[src/rtl/core/afr_pkg.sv]
// ---------------------------------------------------------------------------
// afr_pkg - API frame receiver shared definitions
// Frame constants, API identifiers, result codes and the result item layout.
// ---------------------------------------------------------------------------
package afr_pkg;

   localparam int unsigned MAX_FRAME_BYTES = 128;

   localparam logic [7:0] ESC_BYTE     = 8'h7D;
   localparam logic [7:0] ESC_XOR      = 8'h20;
   localparam logic [7:0] SUM_GOOD     = 8'hFF;
   localparam logic [7:0] ID_TX_STATUS = 8'h89;
   localparam logic [7:0] ID_RX_64     = 8'h80;
   localparam logic [7:0] ID_RX_16     = 8'h81;
   localparam logic [7:0] ID_AT_RESP   = 8'h88;

   // First unescaped index of the API id byte
   localparam logic [7:0] IDX_API_ID   = 8'd3;

   typedef enum logic [2:0] {
      RC_OK       = 3'd0,
      RC_CHECKSUM = 3'd1,
      RC_UNKNOWN  = 3'd2,
      RC_TRUNC    = 3'd3,
      RC_OVERFLOW = 3'd4
   } result_code_type;

   typedef struct packed {
      logic            frame_done;
      logic [7:0]      data_byte;
      result_code_type result_code;
      logic [7:0]      api_id;
      logic [7:0]      frame_id;
      logic [7:0]      tx_status;
      logic [7:0]      rssi;
      logic [7:0]      rx_options;
      logic [63:0]     source_addr;
      logic [15:0]     at_command;
      logic [7:0]      payload_count;
   } result_type;

   function automatic logic is_known_id(input logic [7:0] id);
      return (id == ID_TX_STATUS) || (id == ID_RX_64) ||
             (id == ID_RX_16) || (id == ID_AT_RESP);
   endfunction

   // Smallest index of the checksum byte that still covers the fixed fields
   function automatic logic [7:0] min_final_index(input logic [7:0] id);
      logic [7:0] res;
      res = 8'd4;
      if (id == ID_TX_STATUS) begin
         res = 8'd6;
      end else if (id == ID_RX_64) begin
         res = 8'd14;
      end else if (id == ID_RX_16) begin
         res = 8'd8;
      end else if (id == ID_AT_RESP) begin
         res = 8'd8;
      end
      return res;
   endfunction

endpackage

[src/rtl/core/afr_if.sv]
// ---------------------------------------------------------------------------
// afr_if - API frame receiver channels
// Valid/ready channels for raw received bytes and for result items.
// ---------------------------------------------------------------------------
interface afr_req_if;
   logic       valid;
   logic       ready;
   logic [7:0] rx_byte;
   logic       last_byte;

   modport source (output valid, output rx_byte, output last_byte, input ready);
   modport sink   (input valid, input rx_byte, input last_byte, output ready);
endinterface

interface afr_rsp_if;
   logic        valid;
   logic        ready;
   logic        frame_done;
   logic [7:0]  data_byte;
   logic [2:0]  result_code;
   logic [7:0]  api_id;
   logic [7:0]  frame_id;
   logic [7:0]  tx_status;
   logic [7:0]  rssi;
   logic [7:0]  rx_options;
   logic [63:0] source_addr;
   logic [15:0] at_command;
   logic [7:0]  payload_count;

   modport source (output valid, output frame_done, output data_byte,
                   output result_code, output api_id, output frame_id,
                   output tx_status, output rssi, output rx_options,
                   output source_addr, output at_command, output payload_count,
                   input ready);
   modport sink   (input valid, input frame_done, input data_byte,
                   input result_code, input api_id, input frame_id,
                   input tx_status, input rssi, input rx_options,
                   input source_addr, input at_command, input payload_count,
                   output ready);
endinterface

[src/rtl/core/api_frame_receiver_unit.sv]
// Each result is registered in the result buffer before it appears on rsp_if.
// Throughput: one raw byte per cycle while the result buffer is not full; the frame state updates in one pass.
// A two-entry result buffer keeps req_if ready while one result waits.
// Reset (synchronous, active high) clears the frame state and empties the
// result buffer; no clearing pass is needed.
// ---------------------------------------------------------------------------
// api_frame_receiver_unit - escaped API frame receiver
// Unescapes raw bytes, checks the frame checksum, captures header fields by
// API id, streams payload bytes and closes each frame with a summary item.
// ---------------------------------------------------------------------------
module api_frame_receiver_unit (
   input logic   clock,
   input logic   reset,
   afr_req_if.sink   req_if,
   afr_rsp_if.source rsp_if
);
   import afr_pkg::*;

   localparam logic [7:0] MAX_IDX = 8'(MAX_FRAME_BYTES);

   // Frame state
   logic        escape_ff,     escape_in;
   logic [7:0]  index_ff,      index_in;
   logic [7:0]  sum_ff,        sum_in;
   logic        held_ff,       held_in;
   logic [7:0]  api_ff,        api_in;
   logic [7:0]  frame_id_ff,   frame_id_in;
   logic [7:0]  status_ff,     status_in;
   logic [7:0]  rssi_ff,       rssi_in;
   logic [7:0]  options_ff,    options_in;
   logic [63:0] addr_ff,       addr_in;
   logic [15:0] cmd_ff,        cmd_in;
   logic [7:0]  count_ff,      count_in;
   logic        overflow_ff,   overflow_in;

   // Result buffer: slot 0 is the head shown on rsp_if
   result_type  slot_ff [2];
   logic [1:0]  fill_ff;

   logic        accept;
   logic        pop;
   logic        push;
   logic        produce;
   result_type  res;

   // Working values for the current item
   logic [7:0]  b;
   logic        summary;
   logic        esc_trunc;
   logic [7:0]  fidx;
   result_code_type code;

   assign req_if.ready = (fill_ff != 2'd2);
   assign accept       = req_if.valid && req_if.ready;
   assign pop          = rsp_if.valid && rsp_if.ready;
   assign push         = accept && produce;

   // -----------------------------------------------------------------------
   // One pass over the accepted byte
   // -----------------------------------------------------------------------
   always_comb begin
      escape_in   = escape_ff;
      index_in    = index_ff;
      sum_in      = sum_ff;
      held_in     = held_ff;
      api_in      = api_ff;
      frame_id_in = frame_id_ff;
      status_in   = status_ff;
      rssi_in     = rssi_ff;
      options_in  = options_ff;
      addr_in     = addr_ff;
      cmd_in      = cmd_ff;
      count_in    = count_ff;
      overflow_in = overflow_ff;
      b           = req_if.rx_byte;
      summary     = 1'b0;
      esc_trunc   = 1'b0;
      produce     = 1'b0;
      res         = '0;

      if (!escape_ff && req_if.rx_byte == ESC_BYTE) begin
         // escape marker: wait for the next byte, or close a cut-off frame
         if (req_if.last_byte) begin
            summary   = 1'b1;
            esc_trunc = 1'b1;
         end else begin
            escape_in = 1'b1;
         end
      end else begin
         if (escape_ff) begin
            b = req_if.rx_byte ^ ESC_XOR;
         end
         escape_in = 1'b0;

         if (index_ff >= MAX_IDX) begin
            // frame too long: the byte is dropped
            overflow_in = 1'b1;
            summary     = req_if.last_byte;
         end else begin
            index_in = index_ff + 8'd1;
            held_in  = 1'b1;
            if (index_ff >= IDX_API_ID) begin
               sum_in = sum_ff + b;
            end

            if (req_if.last_byte) begin
               summary = 1'b1;
            end else if (index_ff == IDX_API_ID) begin
               api_in = b;
            end else if (index_ff > IDX_API_ID) begin
               unique case (api_ff)
                  ID_TX_STATUS: begin
                     if (index_ff == 8'd4) begin
                        frame_id_in = b;
                     end else if (index_ff == 8'd5) begin
                        status_in = b;
                     end
                  end
                  ID_RX_64: begin
                     if (index_ff <= 8'd11) begin
                        addr_in = {addr_ff[55:0], b};
                     end else if (index_ff == 8'd12) begin
                        rssi_in = b;
                     end else if (index_ff == 8'd13) begin
                        options_in = b;
                     end else begin
                        produce = 1'b1;
                     end
                  end
                  ID_RX_16: begin
                     if (index_ff <= 8'd5) begin
                        addr_in = {48'd0, addr_ff[7:0], b};
                     end else if (index_ff == 8'd6) begin
                        rssi_in = b;
                     end else if (index_ff == 8'd7) begin
                        options_in = b;
                     end else begin
                        produce = 1'b1;
                     end
                  end
                  ID_AT_RESP: begin
                     if (index_ff == 8'd4) begin
                        frame_id_in = b;
                     end else if (index_ff <= 8'd6) begin
                        cmd_in = {cmd_ff[7:0], b};
                     end else if (index_ff == 8'd7) begin
                        status_in = b;
                     end else begin
                        produce = 1'b1;
                     end
                  end
                  default: begin
                     // unknown id: nothing past the id byte is kept
                  end
               endcase
               if (produce) begin
                  res.data_byte = b;
                  count_in      = count_ff + 8'd1;
               end
            end
         end
      end

      // Summary code, judged on the state including this byte
      fidx = index_in - 8'd1;
      if (overflow_in) begin
         code = RC_OVERFLOW;
      end else if (esc_trunc || !held_in || fidx < 8'd4) begin
         code = RC_TRUNC;
      end else if (sum_in != SUM_GOOD) begin
         code = RC_CHECKSUM;
      end else if (!is_known_id(api_ff)) begin
         code = RC_UNKNOWN;
      end else if (fidx < min_final_index(api_ff)) begin
         code = RC_TRUNC;
      end else begin
         code = RC_OK;
      end

      if (summary) begin
         produce           = 1'b1;
         res.frame_done    = 1'b1;
         res.result_code   = code;
         res.api_id        = api_ff;
         res.frame_id      = frame_id_ff;
         res.tx_status     = status_ff;
         res.rssi          = rssi_ff;
         res.rx_options    = options_ff;
         res.source_addr   = addr_ff;
         res.at_command    = cmd_ff;
         res.payload_count = count_ff;
         // frame closed: start the next one clean
         escape_in   = 1'b0;
         index_in    = '0;
         sum_in      = '0;
         held_in     = 1'b0;
         api_in      = '0;
         frame_id_in = '0;
         status_in   = '0;
         rssi_in     = '0;
         options_in  = '0;
         addr_in     = '0;
         cmd_in      = '0;
         count_in    = '0;
         overflow_in = 1'b0;
      end
   end

   // -----------------------------------------------------------------------
   // Frame state registers
   // -----------------------------------------------------------------------
   always_ff @(posedge clock) begin
      if (reset) begin
         escape_ff   <= 1'b0;
         index_ff    <= '0;
         sum_ff      <= '0;
         held_ff     <= 1'b0;
         api_ff      <= '0;
         frame_id_ff <= '0;
         status_ff   <= '0;
         rssi_ff     <= '0;
         options_ff  <= '0;
         addr_ff     <= '0;
         cmd_ff      <= '0;
         count_ff    <= '0;
         overflow_ff <= 1'b0;
      end else if (accept) begin
         escape_ff   <= escape_in;
         index_ff    <= index_in;
         sum_ff      <= sum_in;
         held_ff     <= held_in;
         api_ff      <= api_in;
         frame_id_ff <= frame_id_in;
         status_ff   <= status_in;
         rssi_ff     <= rssi_in;
         options_ff  <= options_in;
         addr_ff     <= addr_in;
         cmd_ff      <= cmd_in;
         count_ff    <= count_in;
         overflow_ff <= overflow_in;
      end
   end

   // -----------------------------------------------------------------------
   // Two-entry result buffer
   // -----------------------------------------------------------------------
   always_ff @(posedge clock) begin
      if (reset) begin
         fill_ff <= '0;
      end else if (push && !pop) begin
         fill_ff <= fill_ff + 2'd1;
      end else if (pop && !push) begin
         fill_ff <= fill_ff - 2'd1;
      end
   end

   always_ff @(posedge clock) begin
      if (push && !pop) begin
         slot_ff[fill_ff[0]] <= res;
      end else if (pop) begin
         if (push) begin
            // a push never meets a full buffer, so fill is one here
            slot_ff[0] <= res;
         end else begin
            slot_ff[0] <= slot_ff[1];
         end
      end
   end

   assign rsp_if.valid         = (fill_ff != 2'd0);
   assign rsp_if.frame_done    = slot_ff[0].frame_done;
   assign rsp_if.data_byte     = slot_ff[0].data_byte;
   assign rsp_if.result_code   = slot_ff[0].result_code;
   assign rsp_if.api_id        = slot_ff[0].api_id;
   assign rsp_if.frame_id      = slot_ff[0].frame_id;
   assign rsp_if.tx_status     = slot_ff[0].tx_status;
   assign rsp_if.rssi          = slot_ff[0].rssi;
   assign rsp_if.rx_options    = slot_ff[0].rx_options;
   assign rsp_if.source_addr   = slot_ff[0].source_addr;
   assign rsp_if.at_command    = slot_ff[0].at_command;
   assign rsp_if.payload_count = slot_ff[0].payload_count;

`ifndef SYNTHESIS
   a_fill_range: assert property (@(posedge clock) disable iff (reset)
      fill_ff != 2'd3)
      else $error("result buffer fill out of range");

   a_index_bound: assert property (@(posedge clock) disable iff (reset)
      index_ff <= MAX_IDX)
      else $error("byte index past frame limit");

   a_overflow_index: assert property (@(posedge clock) disable iff (reset)
      overflow_ff |-> index_ff == MAX_IDX)
      else $error("overflow flagged below frame limit");

   a_summary_clears: assert property (@(posedge clock) disable iff (reset)
      push && res.frame_done |=> index_ff == 8'd0 && !escape_ff && !held_ff)
      else $error("frame state not cleared after summary");

   a_payload_id: assert property (@(posedge clock) disable iff (reset)
      push && !res.frame_done |->
         (api_ff == ID_RX_64 || api_ff == ID_RX_16 || api_ff == ID_AT_RESP))
      else $error("payload item for an id that carries none");
`endif

endmodule
[src/flat_wrapper.sv]
// flat-port wrapper written by rule: the top's interface ports become plain ports
module api_frame_receiver_unit_flat import afr_pkg::*;
  (clock, reset, req_if_valid, req_if_rx_byte, req_if_last_byte, req_if_ready, rsp_if_valid, rsp_if_frame_done, rsp_if_data_byte, rsp_if_result_code, rsp_if_api_id, rsp_if_frame_id, rsp_if_tx_status, rsp_if_rssi, rsp_if_rx_options, rsp_if_source_addr, rsp_if_at_command, rsp_if_payload_count, rsp_if_ready);
  afr_req_if req_if_i ();
  afr_rsp_if rsp_if_i ();
  input logic clock;
  input logic reset;
  input wire logic [$bits(req_if_i.valid)-1:0] req_if_valid;
  input wire logic [$bits(req_if_i.rx_byte)-1:0] req_if_rx_byte;
  input wire logic [$bits(req_if_i.last_byte)-1:0] req_if_last_byte;
  output wire logic [$bits(req_if_i.ready)-1:0] req_if_ready;
  output wire logic [$bits(rsp_if_i.valid)-1:0] rsp_if_valid;
  output wire logic [$bits(rsp_if_i.frame_done)-1:0] rsp_if_frame_done;
  output wire logic [$bits(rsp_if_i.data_byte)-1:0] rsp_if_data_byte;
  output wire logic [$bits(rsp_if_i.result_code)-1:0] rsp_if_result_code;
  output wire logic [$bits(rsp_if_i.api_id)-1:0] rsp_if_api_id;
  output wire logic [$bits(rsp_if_i.frame_id)-1:0] rsp_if_frame_id;
  output wire logic [$bits(rsp_if_i.tx_status)-1:0] rsp_if_tx_status;
  output wire logic [$bits(rsp_if_i.rssi)-1:0] rsp_if_rssi;
  output wire logic [$bits(rsp_if_i.rx_options)-1:0] rsp_if_rx_options;
  output wire logic [$bits(rsp_if_i.source_addr)-1:0] rsp_if_source_addr;
  output wire logic [$bits(rsp_if_i.at_command)-1:0] rsp_if_at_command;
  output wire logic [$bits(rsp_if_i.payload_count)-1:0] rsp_if_payload_count;
  input wire logic [$bits(rsp_if_i.ready)-1:0] rsp_if_ready;
  assign req_if_i.valid = req_if_valid;
  assign req_if_i.rx_byte = req_if_rx_byte;
  assign req_if_i.last_byte = req_if_last_byte;
  assign req_if_ready = req_if_i.ready;
  assign rsp_if_valid = rsp_if_i.valid;
  assign rsp_if_frame_done = rsp_if_i.frame_done;
  assign rsp_if_data_byte = rsp_if_i.data_byte;
  assign rsp_if_result_code = rsp_if_i.result_code;
  assign rsp_if_api_id = rsp_if_i.api_id;
  assign rsp_if_frame_id = rsp_if_i.frame_id;
  assign rsp_if_tx_status = rsp_if_i.tx_status;
  assign rsp_if_rssi = rsp_if_i.rssi;
  assign rsp_if_rx_options = rsp_if_i.rx_options;
  assign rsp_if_source_addr = rsp_if_i.source_addr;
  assign rsp_if_at_command = rsp_if_i.at_command;
  assign rsp_if_payload_count = rsp_if_i.payload_count;
  assign rsp_if_i.ready = rsp_if_ready;
  api_frame_receiver_unit u_core (.clock(clock), .reset(reset), .req_if(req_if_i), .rsp_if(rsp_if_i));
endmodule
[config.mk]
export PLATFORM = sky130hd
export DESIGN_NAME = api_frame_receiver_unit_flat
export DESIGN_NICKNAME = d
export VERILOG_FILES = /design/src/rtl/core/afr_pkg.sv /design/src/rtl/core/afr_if.sv /design/src/rtl/core/api_frame_receiver_unit.sv /design/src/flat_wrapper.sv
export SDC_FILE = /design/constraint.sdc
export NUM_CORES = 1
export LEC_CHECK = 0
export ABC_CLOCK_PERIOD_IN_PS = 26200
export BUFFER_PORTS_ARGS = -buffer_cell sky130_fd_sc_hd__buf_2
export CAP_MARGIN = 20
export CORE_MARGIN = 5
export CORE_UTILIZATION = 23
export DETAILED_ROUTE_END_ITERATION = 10
export PLACE_DENSITY = 0.36
export SLEW_MARGIN = 10
export SYNTH_ARGS = -nofsm -noshare
export SYNTH_HDL_FRONTEND = slang
export SYNTH_SLANG_ARGS = --single-unit
[constraint.sdc]
create_clock -name clock -period 26.2 [get_ports clock]
set_clock_uncertainty 0.2 [all_clocks]
set_input_delay 0 -clock clock [delete_from_list [all_inputs] [get_ports clock]]
set_output_delay 0 -clock clock [all_outputs]
set_load 0.03 [all_outputs]
# [After elaboration in Yosys (flattened, before gate mapping)]
# Memories as Yosys holds them, arrays and structs flattened.
# Cells that the tools add are included.
# W data, S select, Z words.
[classes] add_sub_neg=6 order_cmp=8 n_eq_ne=35 n_mux=152 bitwise_logic=2 reduce_logical=37
[ops] op="$mux W8" count=73
[ops] op="$mux W64" count=8
[ops] op="$mux W140" count=2
[ops] op="$mux W16" count=9
[ops] op="$reduce_or A140 Y1" count=1
[ops] op="$mux W131" count=1
[ops] op="$pmux W64 S2" count=1
[ops] op="$pmux W8 S2" count=3
[ops] op="$mux W1" count=45
[ops] op="$eq A8 B3 Y1 const B" count=4
[ops] op="$eq A8 B8 Y1 const B" count=4
[ops] op="$ne A3 B1 Y1 const B" count=8
[ops] op="$ne A3 B2 Y1 const B" count=8
[ops] op="$reduce_and A9 Y1" count=2
[ops] op="$reduce_bool A2 Y1" count=9
[ops] op="$add A8 B1 Y8 const B" count=2
[ops] op="$eq A8 B4 Y1 const B" count=2
[ops] op="$le A8 B3 Y1 const B" count=2
[ops] op="$reduce_and A13 Y1" count=1
[ops] op="$mux W3" count=4
[ops] op="$reduce_and A12 Y1" count=1
[ops] op="$reduce_and A11 Y1" count=1
[ops] op="$ne A2 B1 Y1 const B" count=5
[ops] op="$add A8 B8 Y8" count=1
[ops] op="other kinds (28)" count=43
[totals] register_bits=149 mem_bits_rw=280 inputBits=13 output_inout_bits=142 word_cells=255 mem_count=1
[memory_table] name="u_core.slot_ff" words=2 width=140 rd=2 rd_ports_with_merged_regs=0 wr=1 line_no="api_frame_receiver_unit.sv:37" rtl="result_type slot_ff [2];"

# [Logic depth before layout (Yosys ltp)]
# Gate-level depths: netlist (run 1).
[depth] ltp_word=24 ltp_mapped=16 mapped_depth_nobuf=14

# [Worst setup path after synthesis (run 1)]
# OpenSTA, ideal clock, no wires.
[synth_timing] path_kind="reg2reg" start="reg u_core.index_ff[3]" end="mem u_core.slot_ff[0][0] (netlist name) (enable)" setup_ps=687 t_arrival_ps=9960 setup_slack_ps=15354 path_stages_with_launch=15 n_path_buf=5 path_cell_list="dfxtp_1 buf_6 or4_4 buf_6 o311ai_0 a21oi_1 o21ai_1 a21oi_1 inv_1 ha_1 clkbuf_1 clkbuf_1 clkbuf_1 nor2_1 a21oi_1"
[synth_via] elab_chain_cells=24
[synth_rtl] element="start: declaration" line_no="api_frame_receiver_unit.sv:23" rtl="logic [7:0] index_ff, index_in;"
[synth_rtl] element="start signal: assignment" line_no="api_frame_receiver_unit.sv:229" rtl="index_ff <= index_in;"
[synth_rtl] element="branches (longest 15 deep; another with $le A8 B3 Y1)"
[synth_rtl] element="$mux W1 (*)" line_no="api_frame_receiver_unit.sv:180" rtl="if (summary) begin"
[synth_rtl] element="$logic_and A1 B1 Y1 (*)" line_no="api_frame_receiver_unit.sv:56" rtl="assign push = accept && produce;"
[synth_rtl] element="$mux W1" line_no="api_frame_receiver_unit.sv:261" rtl="if (push) begin"
[synth_rtl] element="$mux W1" line_no="api_frame_receiver_unit.sv:260" rtl="end else if (pop) begin"
[synth_rtl] element="$mux W1" line_no="api_frame_receiver_unit.sv:258" rtl="if (push && !pop) begin"
[synth_rtl] element="$mux W1, on equally long branches" line_no="api_frame_receiver_unit.sv:263, api_frame_receiver_unit.sv:265"
[synth_rtl] element="$or A1 B1 Y1 (no line)"
[synth_rtl] element="$reduce_or A140 Y1 (no line)"
[synth_rtl] element="$mux W1 (no line)"
[synth_rtl] element="end: declaration" line_no="api_frame_receiver_unit.sv:37"
# Mark *: on every way between the ends. The select of a mux whose other input is x is not followed.

# [Worst setup path in the final report (run 1)]
[layout_timing] start="reg u_core.index_ff[1]" end="mem u_core.slot_ff[1][59] (netlist name), data pin"
[layout_via] elab_chain_cells=24
[layout_rtl] element="branches (longest 23 deep; another with $le A8 B3 Y1)"
[layout_rtl] element="$mux W140 (no line) (*)"
# Marked as above.

==> impl_metrics.env, run 1 <==
export IMPL_final_cell_area_mm2=0.0207
export IMPL_grt_ovf=0
export IMPL_cp_startpoint="u_core.index_ff[1]"
export IMPL_gp_routability_congestion=0.790
export IMPL_report_final_setup_viol=0
export IMPL_htreeDepth=2
export IMPL_first_global_vias=12100
export IMPL_cts_repair_resize_count=0
export IMPL_post_route_worst_setup_slack_ns=20.28
export IMPL_port_buffers=154
export IMPL_max_slew_margin_pct=30.8
export IMPL_route_top_layer_used="met4"
export IMPL_cts_num_sinks=429
export IMPL_flow_area_growth_from_synthesis_pct=21.4
export IMPL_wl_met2_mm=23.6
export IMPL_route_antenna_remaining_nets=0
export IMPL_core_area_mm2=0.0733
export IMPL_io_pins=155
export IMPL_number_of_synthesized_flops_with_an_enable_pin=280
export IMPL_synth_area_leader_cell="sky130_fd_sc_hd__edfxtp_1"
export IMPL_worst_r2r_startpoint="u_core.index_ff[1]"
export IMPL_final_core_utilization_pct=28.3
export IMPL_period_minus_slack_ns=5.92
export IMPL_die_area_mm2=0.0798
export IMPL_synth_ff_type="sky130_fd_sc_hd__edfxtp_1"
export IMPL_vdd_ir_drop_max_mv=0.0559
export IMPL_avgSynthCellArea_um2=11.1
export IMPL_r2r_end="u_core.slot_ff[1][59]"
export IMPL_floorplan_rows=99
export IMPL_timing_critical_path_to="u_core.slot_ff[1][59]"
export IMPL_fraction_of_the_cycle_the_final_worst_path_needs_pct=22.6
export IMPL_synth_xor_area_share_pct=1.33
export IMPL_synth_seq_cells=429
export IMPL_hold_path_cell_count=4
export IMPL_yosys_mux_area_fraction_pct=2.18
export IMPL_synth_compound_gate_area_share_pct=10.3
export IMPL_antenna_found_initial=1
export IMPL_synth_nets=1571
export IMPL_synth_yosys_seq_area_share_pct=66.7
export IMPL_reg2reg_depth=12
export IMPL_crit_path_start_kind="flip-flop"
export IMPL_synth_top_cell_area_share_pct=49.3
export IMPL_finalNetCount=1713
export IMPL_cts_buffers_inserted=51
export IMPL_cts_max_path_buffers=3
export IMPL_r2r_setup_slack_ns=20.28
export IMPL_timing_hold_violations_final=0
export IMPL_rsz0062_at_grt="false"
export IMPL_critPathCaptureType="flip-flop"
export IMPL_synth_top_cells_by_area="sky130_fd_sc_hd__edfxtp_1 49%, sky130_fd_sc_hd__dfxtp_1 17%, sky130_fd_sc_hd__nand2_1 7.9%, sky130_fd_sc_hd__o21ai_0 4.1%, sky130_fd_sc_hd__a21oi_1 2.5%"
export IMPL_groute_usage_overall_pct=12.3
export IMPL_status="completed"
export IMPL_wl_met3_mm=1.90
export IMPL_number_of_max_slew_violations_in_the_final_report=0
export IMPL_initial_utilization_pct=23.3
export IMPL_design_power_total_w=0.00207
export IMPL_static_leakage_power_nw=7.10
export IMPL_worst_endpoint_required_ns=26.27
export IMPL_transition_at_the_pin_with_the_smallest_max_transition_slack_ns=1.04
export IMPL_wire_per_inst_um=18.6
export IMPL_max_cap_violations=0
export IMPL_fin_tns_setup_ns=0
export IMPL_dr_first_iter_drc_count=576
export IMPL_post_synth_num_cell_types=69
export IMPL_route_final_wire_length_mm=50.0
export IMPL_hpwlAfterDp_mm=31.5
export IMPL_clk_insertion_delay_late_ns=0.59
export IMPL_worst_setup_hold_path_clk_slew_ns=0.06
export IMPL_hp_class="primary input to flip-flop"
export IMPL_drt_first_pass_iters=5
export IMPL_post_synth_fa_ha_maj_area_fraction_pct=1.58
export IMPL_cts_root_buf="sky130_fd_sc_hd__clkbuf_16"
export IMPL_met1_length_mm=23.5
export IMPL_cts_tree="yes"
export IMPL_place_area_mm2=0.0189
export IMPL_via_count=11700
export IMPL_timing_critical_path_fanout_max=109
export IMPL_die_height_um=282
export IMPL_synth_top_family_by_area="simple AND/OR/NAND/NOR gates"
export IMPL_pre_cts_ws_ns=20.09
export IMPL_critPathArrivalTime_ns=6.00
export IMPL_die_w_um=282
export IMPL_netlist_area_mm2=0.0171
export IMPL_power_per_cell_area_mw_per_mm2=100
export IMPL_drc=0
export IMPL_worstHoldStart="req_if_rx_byte[3]"
export IMPL_synth_async_sr_flop_share_pct=0
export IMPL_grt_start_max_net_pins=141
export IMPL_post_route_cells_drive_above_1_share_pct=15.6
export IMPL_ys_warnings_count=0
export IMPL_number_of_vias_per_cell=4.37
export IMPL_timing_setup_critical_path_class="flip-flop to flip-flop"
export IMPL_synthesized_instance_count=1537
export IMPL_fmaxAchievable_mhz=169
export IMPL_synthSimpleGateAreaFrac_pct=15.3
export IMPL_grt_first_pass_wirelength_mm=76.1
## how the worst min path moves through the flow
stage | to
global placement | u_core.api_ff[6]
CTS | u_core.api_ff[6]
global route | u_core.api_ff[6]
finish | u_core.api_ff[3]
detailed placement | u_core.cmd_ff[6]
floorplan | u_core.api_ff[0]
## per-layer routing
| metal | track usage (%) | vias up |
|---|---|---|
| li1 | - | 5736 |
| met1 | 16.7 | 5702 |
| met2 | 20.4 | 211 |
| met3 | 2.23 | 65 |
| met4 | 3.10 | 0 |
| met5 | 0 | - |
## report_power, final
part	switching [W]	internal (W)
Clock	0.000285	0.000429
Sequential	0.0000362	0.000874
Combinational	0.000354	0.0000933
## placed cells by master (no fill, tap or decap), types with 4 or more instances in the layout
cell type	n
sky130_fd_sc_hd__xor2_1	13
sky130_fd_sc_hd__o31ai_1	6
sky130_fd_sc_hd__nor2b_1	10
sky130_fd_sc_hd__and3_1	4
sky130_fd_sc_hd__xnor2_1	13
sky130_fd_sc_hd__ha_1	19
sky130_fd_sc_hd__nand2_1	357
sky130_fd_sc_hd__edfxtp_1	280
sky130_fd_sc_hd__nor3_1	8
sky130_fd_sc_hd__and2_1	7
sky130_fd_sc_hd__or3_1	5
sky130_fd_sc_hd__o21ai_0	141
sky130_fd_sc_hd__clkinv_2	4
sky130_fd_sc_hd__inv_1	11
sky130_fd_sc_hd__dfxtp_1	149
sky130_fd_sc_hd__dlygate4sd3_1	13
sky130_fd_sc_hd__clkbuf_8	9
sky130_fd_sc_hd__a21o_1	4
sky130_fd_sc_hd__nor4_1	4
sky130_fd_sc_hd__buf_2	152
sky130_fd_sc_hd__nand3_1	64
sky130_fd_sc_hd__bufinv_16	4
sky130_fd_sc_hd__nand2b_1	12
sky130_fd_sc_hd__nor2_1	102
sky130_fd_sc_hd__buf_4	23
sky130_fd_sc_hd__a21oi_1	84
sky130_fd_sc_hd__clkbuf_16	52
sky130_fd_sc_hd__mux2i_1	36
sky130_fd_sc_hd__clkbuf_1	15
sky130_fd_sc_hd__a22oi_1	36
sky130_fd_sc_hd__clkinv_1	9
sky130_fd_sc_hd__nand4_1	9
## repair_timing
item	in CTS	in global routing
buffers inserted	0	0
endpoints found under the hold margin	195	0
hold buffers	13	0
endpoints found under the setup margin	0	0
## layout make-up
class                   instances  area (um^2)
flip-flops and latches        429        11400
fillers                      7709        52600
repair buffers                190         1090
clock inverters                20          211
inverters                      12         45.0
multi-input cells             995         5290
clock buffers                  76         1480
diodes                          1         2.50
well taps                     959         1200
## metrics by stage
step / cells / hold slack, ns
global route: 2681 / 0.129
detailed placement: 2572 / 0.193
CTS: 2681 / 0.0919
global placement: 2572 / 0.174
floorplan: 1537 / -0.0517
finish: 2682 / 0.139
## state kept, by name, summed over array words and instances (netlist names)
register	cells
u_core.held_ff	1
u_core.overflow_ff	1
u_core.frame_id_ff	8
u_core.api_ff	8
u_core.rssi_ff	8
u_core.sum_ff	8
u_core.escape_ff	1
u_core.options_ff	8
u_core.count_ff	8
u_core.index_ff	8
u_core.slot_ff	280
u_core.cmd_ff	16
u_core.addr_ff	64
u_core.fill_ff	2
u_core.status_ff	8
## cell usage after synthesis (all sizes together), types with 6 or more instances
master and number:
clkbuf 88, nand4 9, xor2 13, ha 20
and2 9, inv 11, nand2b 13, nor2b 10
o21ai 143, xnor2 13, o31ai 7, dfxtp 149
mux2i 36, edfxtp 280, a21oi 86, or3 6
nand3 64, nor2 105, buf 13, nand2 357
a22oi 36, nor3 10
## cells by family (layout without fill, tap and decap cells)
family                     Yosys count  after routing
other                                0              1
DFF                                429            429
xor gates and xnor gates            26             26
adders and majority gates           21             21
muxes                               37             37
and+or+nand+nor                    608            608
AOI/OAI and AO/OA                  303            303
buffers and inverters              113            298
## critical path, cell delays in order, from the launching register on
cell and delay, ns:
sky130_fd_sc_hd__dfxtp_1 0.42, sky130_fd_sc_hd__inv_1 0.15, sky130_fd_sc_hd__ha_1 0.32, sky130_fd_sc_hd__and3b_1 0.21
sky130_fd_sc_hd__o311ai_0 0.28, sky130_fd_sc_hd__a21oi_1 0.11, sky130_fd_sc_hd__o21ai_1 0.62, sky130_fd_sc_hd__a21oi_1 0.44
sky130_fd_sc_hd__inv_1 0.23, sky130_fd_sc_hd__ha_4 0.67, sky130_fd_sc_hd__buf_4 0.84, sky130_fd_sc_hd__buf_4 0.74
sky130_fd_sc_hd__o21ai_0 0.28
No activity file was read; power rests on OpenSTA's default activity.
==> run 2, diff against run 1 <==
--- a/config.mk
+++ b/config.mk
@@ -5,7 +5,7 @@
 export SDC_FILE = /design/constraint.sdc
 export NUM_CORES = 1
 export LEC_CHECK = 0
-export ABC_CLOCK_PERIOD_IN_PS = 26200
+export ABC_CLOCK_PERIOD_IN_PS = 6150
 export BUFFER_PORTS_ARGS = -buffer_cell sky130_fd_sc_hd__buf_2
 export CAP_MARGIN = 20
 export CORE_MARGIN = 5
==> constraint.sdc (replaced) <==
create_clock -name clock -period 6.15 [get_ports clock]
set_clock_uncertainty 0.2 [all_clocks]
set_input_delay 0 -clock clock [delete_from_list [all_inputs] [get_ports clock]]
set_output_delay 0 -clock clock [all_outputs]
set_load 0.03 [all_outputs]
==> run 2 against run 1 <==
Net effect: global-route usage fell by 0.61 points; cell count fell by 0.15%; via count fell by 0.54%; fmax rose by 22%; wire length fell by 4.0%; first-iteration DRC count rose by 28%; setup slack got worse by 19 ns; flip-flop and latch count did not move; power rose to 4.3 times the previous value; design area rose by 0.70%; critical endpoint is now u_core.slot_ff[1][50]; highest routed layer unchanged.
==> impl_metrics.env, run 2 (synthesis results as in run 1) <==
export IMPL_register_name_with_the_most_flops="u_core.slot_ff"
export IMPL_place_area_mm2=0.0189
export IMPL_fin_tns_setup_ns=0
export IMPL_vdd_ir_drop_max_mv=0.210
export IMPL_number_of_max_slew_violations_in_the_final_report=0
export IMPL_period_minus_slack_ns=4.85
export IMPL_grt_ovf=0
export IMPL_core_area_mm2=0.0733
export IMPL_proportion_of_power_drawn_by_the_clock_network_pct=35.8
export IMPL_max_slew_margin_pct=21.0
export IMPL_max_cap_violations=0
export IMPL_filler_cell_count=7730
export IMPL_final_common_cell="sky130_fd_sc_hd__nand2_1"
export IMPL_critPathCaptureType="flip-flop"
export IMPL_power_frac_seq_pct=43.1
export IMPL_power_frac_comb_pct=21.1
export IMPL_floorplan_rows=99
export IMPL_fraction_of_the_cycle_the_final_worst_path_needs_pct=78.9
export IMPL_rsz0062_at_grt="false"
export IMPL_drt_first_pass_iters=5
export IMPL_drc=0
export IMPL_number_of_vias_per_cell=4.35
export IMPL_cts_repair_resize_count=0
export IMPL_initial_utilization_pct=23.3
export IMPL_power_per_cell_area_mw_per_mm2=432
export IMPL_worst_setup_hold_path_clk_slew_ns=0.06
export IMPL_fmaxAchievable_mhz=206
export IMPL_timing_critical_path_fanout_max=50
export IMPL_transition_at_the_pin_with_the_smallest_max_transition_slack_ns=1.18
export IMPL_die_height_um=282
export IMPL_final_cell_area_mm2=0.0209
export IMPL_wire_per_inst_um=17.9
export IMPL_hpwlAfterDp_mm=30.5
export IMPL_p_int_w=0.00613
export IMPL_critPathArrivalTime_ns=4.89
export IMPL_io_pins=155
export IMPL_cts_max_path_buffers=3
export IMPL_final_cell_count_no_fill=2678
export IMPL_post_route_cells_drive_above_1_share_pct=15.5
export IMPL_design_power_total_w=0.00901
export IMPL_route_antenna_remaining_nets=0
export IMPL_groute_usage_overall_pct=11.7
export IMPL_flow_area_growth_from_synthesis_pct=22.2
export IMPL_route_final_wire_length_mm=48.0
export IMPL_timing_setup_critical_path_class="flip-flop to flip-flop"
export IMPL_layout_cells_most_common_list="357 x sky130_fd_sc_hd__nand2_1, 280 x sky130_fd_sc_hd__edfxtp_1, 152 x sky130_fd_sc_hd__buf_2, 149 x sky130_fd_sc_hd__dfxtp_1, 141 x sky130_fd_sc_hd__o21ai_0"
export IMPL_via_count=11700
export IMPL_crit_path_start_kind="flip-flop"
export IMPL_antenna_cells_inserted=0
export IMPL_static_leakage_power_nw=7.15
export IMPL_status="completed"
export IMPL_cts_num_sinks=429
export IMPL_first_global_vias=11500
export IMPL_clk_insertion_delay_late_ns=0.59
export IMPL_port_buffers=154
export IMPL_gp_routability_congestion=0.791
export IMPL_worst_endpoint_required_ns=6.19
export IMPL_power_switching_share_pct=32.0
export IMPL_timing_hold_violations_final=0
export IMPL_placedCellCount=2567
export IMPL_grt_start_max_net_pins=192
export IMPL_grt_first_pass_wirelength_mm=72.8
export IMPL_die_area_mm2=0.0798
export IMPL_die_w_um=282
export IMPL_switching_power_w=0.00288
export IMPL_finalNetCount=1711
export IMPL_registers_with_the_most_flip_flops="u_core.slot_ff x280, u_core.addr_ff x64, u_core.cmd_ff x16"
export IMPL_report_final_setup_viol=0
export IMPL_antenna_found_initial=2
export IMPL_cts_root_buf="sky130_fd_sc_hd__clkbuf_16"
export IMPL_cts_buffers_inserted=51
export IMPL_post_cts_setup_buffer_count=0
export IMPL_htreeDepth=2
export IMPL_hp_class="primary input to flip-flop"
export IMPL_cts_tree="yes"
export IMPL_largest_reg_flops=280
export IMPL_dr_first_iter_drc_count=738
run 2: changes by cell type in the layout (fill, tap and decap cells not counted), sizes merged:
cell         delta
inv             -1
buf             -5
clkbuf         -12
dlygate4sd3     +2
diode           -1
bufinv          +6
clkinv          +7
run 2: path summary, 6_finish.rpt:
kind | start | cells after the start | slack (ns) | endpoint
setup reg to reg | u_core.index_ff[1] | 13 | 1.30 | u_core.slot_ff[1][50]
setup / recovery | u_core.index_ff[1] | 13 | 1.30 | u_core.slot_ff[1][50]
hold reg to reg | u_core.addr_ff[60] | 2 | 0.25 | u_core.addr_ff[60]
hold / removal | req_if_rx_byte[2] | 4 | 0.18 | u_core.cmd_ff[2]
run 2: power by group through the flow:
| stage | sequential, W | combinational [W] | clock, W |
|---|---|---|---|
| 2_1_floorplan | 0.00452 | 0.000677 | 0 |
| 3_3_place_gp | 0.00396 | 0.00195 | 0 |
| 3_5_place_dp | 0.00396 | 0.00195 | 0 |
| 4_1_cts | 0.00391 | 0.00197 | 0.00334 |
| 5_1_grt | 0.00393 | 0.00207 | 0.00346 |
| 6_report | 0.00388 | 0.00190 | 0.00323 |
run 2: per-layer routing:
layer | vias to the layer above | routed length, um | GRT usage [%]
li1 | 5723 | - | -
met1 | 5634 | 22500 | 16.0
met2 | 224 | 22500 | 19.1
met3 | 70 | 1970 | 2.21
met4 | 0 | 995 | 2.99
met5 | - | 0 | 0
run 2: layout make-up:
type / instances / area [um^2] / area share (%)
timing repair buffer: 188 / 1150 / 5.52
inverter: 12 / 45.0 / 0.216
clock buffer: 63 / 1370 / 6.59
multi-input combinational: 995 / 5290 / 25.4
sequential: 429 / 11400 / 54.6
clock inverter: 32 / 407 / 1.95
tap: 959 / 1200 / 5.75
run 2: what timing repair did:
action | 4_1_cts | 5_1_grt
hold buffers | 15 | 0
endpoints found under the setup margin | 0 | 0
endpoints found under the hold margin | 209 | 0
run 2: critical path, cell delays in order (launching register included):
cell and delay [ns]:
sky130_fd_sc_hd__dfxtp_1 0.51, sky130_fd_sc_hd__inv_1 0.14, sky130_fd_sc_hd__ha_1 0.29, sky130_fd_sc_hd__nor3b_1 0.26
sky130_fd_sc_hd__o311ai_0 0.15, sky130_fd_sc_hd__a21oi_1 0.23, sky130_fd_sc_hd__o21ai_2 0.19, sky130_fd_sc_hd__a21oi_1 0.72
sky130_fd_sc_hd__inv_1 0.23, sky130_fd_sc_hd__ha_4 0.25, sky130_fd_sc_hd__nor2_1 0.23, sky130_fd_sc_hd__nand2_1 0.13
sky130_fd_sc_hd__nor2_4 0.54, sky130_fd_sc_hd__buf_12 0.34
run 2: per-stage QoR:
step | utilization, % | worst slack [ns] | hold slack, ns
2_1_floorplan | - | 0.0412 | -0.0517
3_3_place_gp | 25.8 | 1.37 | 0.213
3_5_place_dp | 25.8 | 1.28 | 0.212
4_1_cts | 28.4 | 1.24 | 0.128
5_1_grt | 28.4 | 0.916 | 0.154
6_report | 28.4 | 1.30 | 0.176
